File: src/rtl/rrts_pkg.sv
// ----------------------------------------------------------------------------
// rrts_pkg
// Shared types and constants of the round-robin thread scheduler.
// ----------------------------------------------------------------------------
package rrts_pkg;

  localparam int SLOT_COUNT_DEF = 16;
  localparam logic [15:0] QUANTUM_RESET = 16'd100;

  localparam logic [2:0] FN_TICK   = 3'd0;
  localparam logic [2:0] FN_SPAWN  = 3'd1;
  localparam logic [2:0] FN_TERM   = 3'd2;
  localparam logic [2:0] FN_BLOCK  = 3'd3;
  localparam logic [2:0] FN_RESUME = 3'd4;
  localparam logic [2:0] FN_JOIN   = 3'd5;
  localparam logic [2:0] FN_QUERY  = 3'd6;

  localparam logic [1:0] ST_READY   = 2'd0;
  localparam logic [1:0] ST_RUNNING = 2'd1;
  localparam logic [1:0] ST_BLOCKED = 2'd2;

  // controller -> datapath commands
  typedef struct packed {
    logic load;       // capture a new command and evaluate it
    logic walk_start; // clear walk index
    logic walk_step;  // process one slot of a release walk
    logic pop_step;   // pop one queue head for a switch
    logic finish_sw;  // complete a switch
    logic clear_step; // clear one slot (terminate of slot 0)
  } rrts_cmd_t;

  // datapath -> controller status
  typedef struct packed {
    logic need_release; // command wants a release walk before its action
    logic need_switch;  // command ends in a switch
    logic need_clear;   // command clears everything
    logic walk_last;    // walk index at last slot
    logic pop_done;     // pop phase finished
  } rrts_stat_t;

endpackage

File: src/rtl/rrts_ctrl.sv
// ----------------------------------------------------------------------------
// rrts_ctrl
// Scheduler sequencer: accept, release walk, queue pop, clear, respond.
// ----------------------------------------------------------------------------
module rrts_ctrl (
  input  logic                 clk,
  input  logic                 rst_n,
  input  logic                 in_tvalid,
  output logic                 in_tready,
  output logic                 out_tvalid,
  input  logic                 out_tready,
  input  rrts_pkg::rrts_stat_t stat,
  output rrts_pkg::rrts_cmd_t  cmd
);

  localparam logic [2:0] S_IDLE = 3'd0;
  localparam logic [2:0] S_DEC  = 3'd1;
  localparam logic [2:0] S_WALK = 3'd2;
  localparam logic [2:0] S_POP  = 3'd3;
  localparam logic [2:0] S_FIN  = 3'd4;
  localparam logic [2:0] S_CLR  = 3'd5;
  localparam logic [2:0] S_OUT  = 3'd6;

  logic [2:0] state_r, state_nxt;

  assign in_tready  = (state_r == S_IDLE);
  assign out_tvalid = (state_r == S_OUT);

  always_comb begin
    state_nxt = state_r;
    cmd = '0;
    unique case (state_r)
      S_IDLE: begin
        if (in_tvalid) begin
          cmd.load = 1'b1;
          state_nxt = S_DEC;
        end
      end
      S_DEC: begin
        cmd.walk_start = 1'b1;
        priority if (stat.need_clear) state_nxt = S_CLR;
        else if (stat.need_release) state_nxt = S_WALK;
        else state_nxt = S_OUT;
      end
      S_WALK: begin
        cmd.walk_step = 1'b1;
        if (stat.walk_last) state_nxt = stat.need_switch ? S_POP : S_OUT;
      end
      S_POP: begin
        cmd.pop_step = 1'b1;
        if (stat.pop_done) state_nxt = S_FIN;
      end
      S_FIN: begin
        cmd.finish_sw = 1'b1;
        state_nxt = S_OUT;
      end
      S_CLR: begin
        cmd.clear_step = 1'b1;
        if (stat.walk_last) state_nxt = S_OUT;
      end
      S_OUT: if (out_tready) state_nxt = S_IDLE;
      default: state_nxt = S_IDLE;
    endcase
  end

  always_ff @(posedge clk) begin
    if (!rst_n) state_r <= S_IDLE;
    else state_r <= state_nxt;
  end

endmodule

File: config.mk
export PLATFORM = sky130hd
export DESIGN_NAME = rrts_ctrl
export DESIGN_NICKNAME = d
export VERILOG_FILES = /design/src/rtl/rrts_pkg.sv /design/src/rtl/rrts_ctrl.sv
export SDC_FILE = /design/constraint.sdc
export NUM_CORES = 1
export LEC_CHECK = 0
export BUFFER_PORTS_ARGS = -buffer_cell sky130_fd_sc_hd__clkbuf_2
export CAP_MARGIN = 15
export CORE_AREA = 5 5 42 44
export CTS_CLUSTER_SIZE = 12
export DETAILED_ROUTE_END_ITERATION = 8
export DIE_AREA = 0 0 47 49
export PLACE_DENSITY = 0.54
export SLEW_MARGIN = 20
export SYNTH_ARGS = -nofsm -noshare
export SYNTH_HDL_FRONTEND = slang
export SYNTH_SLANG_ARGS = --single-unit
File: constraint.sdc
create_clock -name clk -period 1.5 [get_ports clk]
set_input_delay 0.3 -clock clk [delete_from_list [all_inputs] [get_ports clk]]
set_output_delay 0.3 -clock clk [all_outputs]
set_load 0.02 [all_outputs]
# Word level (Yosys, flattened, before mapping)
# Cells that the tools add are included.
[word_totals]
reg_bits = 3
latchBits = 0
ramBits = 0
rom_bits = 0
wordCells = 30
mem_count = 0
[op_classes]
addsub = 0
mul = 0
div = 0
magnitude_cmp = 0
eq_ne = 11
shift = 0
muxes = 16
n_bitwise = 0
reduce_logical = 2
[ops]
columns = ["cell", "count"]
rows = [
  ["$mux W3", 8],
  ["$pmux W3 S7", 1],
  ["$eq A3 B3 Y1 const B", 3],
  ["$ne A2 B2 Y1 const B", 4],
  ["$mux W1", 7],
  ["$eq A3 B2 Y1 const B", 2],
  ["$reduce_and A5 Y1", 1],
  ["$eq A3 B1 Y1 const B", 1],
  ["$logic_not A3 Y1", 1],
  ["$ne A2 B1 Y1 const B", 1],
]

# Longest topological paths before layout
[depth]
ltp_word = 3
ltp_mapped = 5
depth_no_buf = 4

# Worst setup path before layout
# OpenSTA, ideal clock, no wires.
[synth_timing]
path_kind = "reg2out"
startpoint = "register state_r[0]"
endpoint = "output port cmd[5] (netlist bit)"
t_arrival_ns = 1.362
required_time_ns = 1.200
setup_slack_ns = -0.162
stages_incl_launch_ff = 4
cell_sequence = "dfxtp_1 buf_2 nor3_1 and2_1"
[synth_rtl]
columns = ["item", "line", "rtl"]
rows = [
  ["start: declaration", "rrts_ctrl.sv:24", "logic [2:0] state_r, state_nxt;"],
  ["start signal: assignment", "rrts_ctrl.sv:68", "else state_r <= state_nxt;"],
  ["end: declaration", "rrts_ctrl.sv:13", "output rrts_pkg::rrts_cmd_t cmd"],
]

==> results.cfg <==
[status]
status = completed

[floorplanning]
die_h_um = 49
io_pins = 17
die_w_um = 47
rows = 14
die-area_sq_um = 2300
coreArea_sq_um = 1400
start_util = 0.213

[critical_path]
max_stage_delay_ns = 0.39
cp.depth = 3
cp_cell_sequence = or2b_1 > nor2_1 > buf_4
crit_path_start_kind = flop
cp_data_required_time_ns = 1.20
cp-end-kind = output port
cp_num_buf_inv = 1
r2r_cells = 4
slowest_stage = dfxtp_4
cp.arrival_ns = 1.16
path_class = flop to output port
crit_family = flip-flops
cp_max_fo = 8

[grt]
antenna_found_initial = 0
grt_max_degree = 13
grt_pass1_wl_mm = 1.25
grt_overflow = 0
grt_pass1_vias = 332
grtUsageTotal = 0.0767

[timing]
skew_ns = 0.00598
clock.fmax_mhz = 684
rsz0062_at_grt = yes
max_slew_margin = 0.802
setup_viol = 0
worst_pin_slew_ns = 0.294
finalHoldViolations = 0
min_period_ns = 1.46
report.final.slew_viol_count = 0
fin_ws_ns = 0.0390
final.period_utilization = 0.974
fin_tns_setup_ns = 0

[placement]
dp_hpwl_um = 667
dp_cells = 75
gp_congestion = 0.768
numPortBuffers = 16
post-place-ws_ns = 0.107

[cts]
cts_root_buffer = clkbuf_4
numClockSinks = 3
cts-htree-levels = 1
cts_inserted_buffers = 3
hold_buffers = 0
clk_latency_ns = 0.24
clockBufferDepth = 2
cts_tree = done
path_clk_slew_ns = 0.04

[layout]
nets = 74
syn_to_final_growth_pct = 61.1
largest_register_ffs = 3
finalNonFillerCells = 80
largest_register = state_r
top_regs = state_r (3)
num_antenna_cells = 0
layout-drive-gt1-share = 0.406
fin_util = 0.344
n_fill_cell = 159

[route]
drt_wl_total_um = 891
wl_per_cell_um = 11.1
viasPerCell = 4.73
drt-initial-drc-count = 7
route.detailed.drc = 0
final_antenna_net_count = 0
drt_pre_antenna_iters = 4
vias = 378

[worst_hold_path]
whs_path_depth = 2
min_path_type = primary input to flop

[power_and_ir_drop]
p_leak_nw = 0.220
finalPower_w = 0.00100
swShare = 0.453
seqPwrFrac = 0.220
p_sw_w = 0.000454
p_int_w = 0.000548
max-vdd-ir-drop_mv = 0.542
clockPowerShare = 0.146
power_density_nw_per_um2 = 2080
comb_power_share = 0.633

[logic_synthesis]
synth_area_sq_um = 299
yosysWarnings = 0
yosys_register_bits = 3
syn_inst = 44
synth.avg_cell_area_sq_um = 6.80
yosysSeqAreaShare = 0.201
synthDistinctLibCells = 23
syn_nets = 53

[run]
drv_cap = 0
## Yosys cell counts
master	count	area share
nor2b_1	1	0.021
and2_1	2	0.042
o21ai_0	2	0.033
dfxtp_1	3	0.20
a21oi_1	2	0.033
a2111o_1	1	0.038
mux2_1	1	0.038
nor3_1	2	0.033
inv_1	2	0.025
buf_2	3	0.050
and3_1	1	0.021
nor3b_1	1	0.025
o41ai_1	1	0.029
o22ai_1	2	0.042
nand2b_1	3	0.063
o31ai_1	1	0.025
a21boi_1	1	0.025
nand2_1	4	0.050
or3_1	2	0.042
or2b_1	1	0.025
o311a_1	1	0.033
o311ai_1	1	0.029
nor2_1	6	0.075
## metrics by stage
step	area [sq um]	hold slack, ns
after CTS	460	0.332
after floorplan	304	0.422
after global routing	482	0.316
after global placement	417	0.557
after detailed placement	417	0.567
final	482	0.332
## power by group through the flow
stage                     Sequential (W)  Clock, W  Combinational, W
final                           0.000220  0.000147          0.000634
after global placement          0.000197         0          0.000572
after CTS                       0.000206  0.000151          0.000592
after floorplan                 0.000141         0          0.000431
after global routing            0.000227  0.000169          0.000694
after detailed placement        0.000194         0          0.000568
## kinds of logic (layout without fill, tap and decap cells)
kind of cell           after synthesis  after routing  synth area share
AO/OA/AOI/OAI                       12             12             0.289
buffers and inverters                5             25            0.0753
flip-flops                           3              3             0.201
multiplexers                         1              1            0.0377
AND/OR/NAND/NOR                     23             23             0.398
## timing repair
action | CTS | global route
gates resized for setup | 7 | 6
cloned | 0 | 0
pin swaps | 0 | 2
endpoints found under the setup margin | 6 | 3
setup buffers | 0 | 1
## cells in the final DEF, fill, tap and decap left out, drive strengths merged
cell    instances
a2111o          1
a21boi          1
a21oi           2
and2            2
and3            1
buf             5
clkbuf         18
dfxtp           3
inv             2
mux2            1
nand2           4
nand2b          3
nor2            6
nor2b           1
nor3            2
nor3b           1
o21ai           2
o22ai           2
o311a           1
o311ai          1
o31ai           1
o41ai           1
or2b            1
or3             2
## cell type report
type                    instances  area [sq um]  share of cell area
inverters                       2          7.51              0.0156
well taps                      16          20.0              0.0416
clock buffers                   4          26.3              0.0545
flip-flops and latches          3          71.3               0.148
multi-input cells              36           228               0.473
repair buffers                 19           129               0.268
## path summary, 6_finish.rpt
path / start / endpoint / slack (ns)
setup reg to reg: state_r[1]$_SDFFE_PN0P_ / state_r[2]$_SDFFE_PN0P_ / 0.20
hold reg to reg: state_r[2]$_SDFFE_PN0P_ / state_r[0]$_SDFFE_PN0P_ / 0.65
setup / recovery: state_r[1]$_SDFFE_PN0P_ / cmd[2] / 0.04
hold / removal: rst_n / state_r[2]$_SDFFE_PN0P_ / 0.33
## routing by layer
layer	vias up	routed length, um	track usage	part of all wire
met5	-	0	0	0
met4	0	0	0.0553	0
met3	0	101	0.0406	0.11
met2	13	405	0.113	0.45
met1	167	384	0.0788	0.43
li1	198	-	-	-
(Power assumes the default switching activity.)
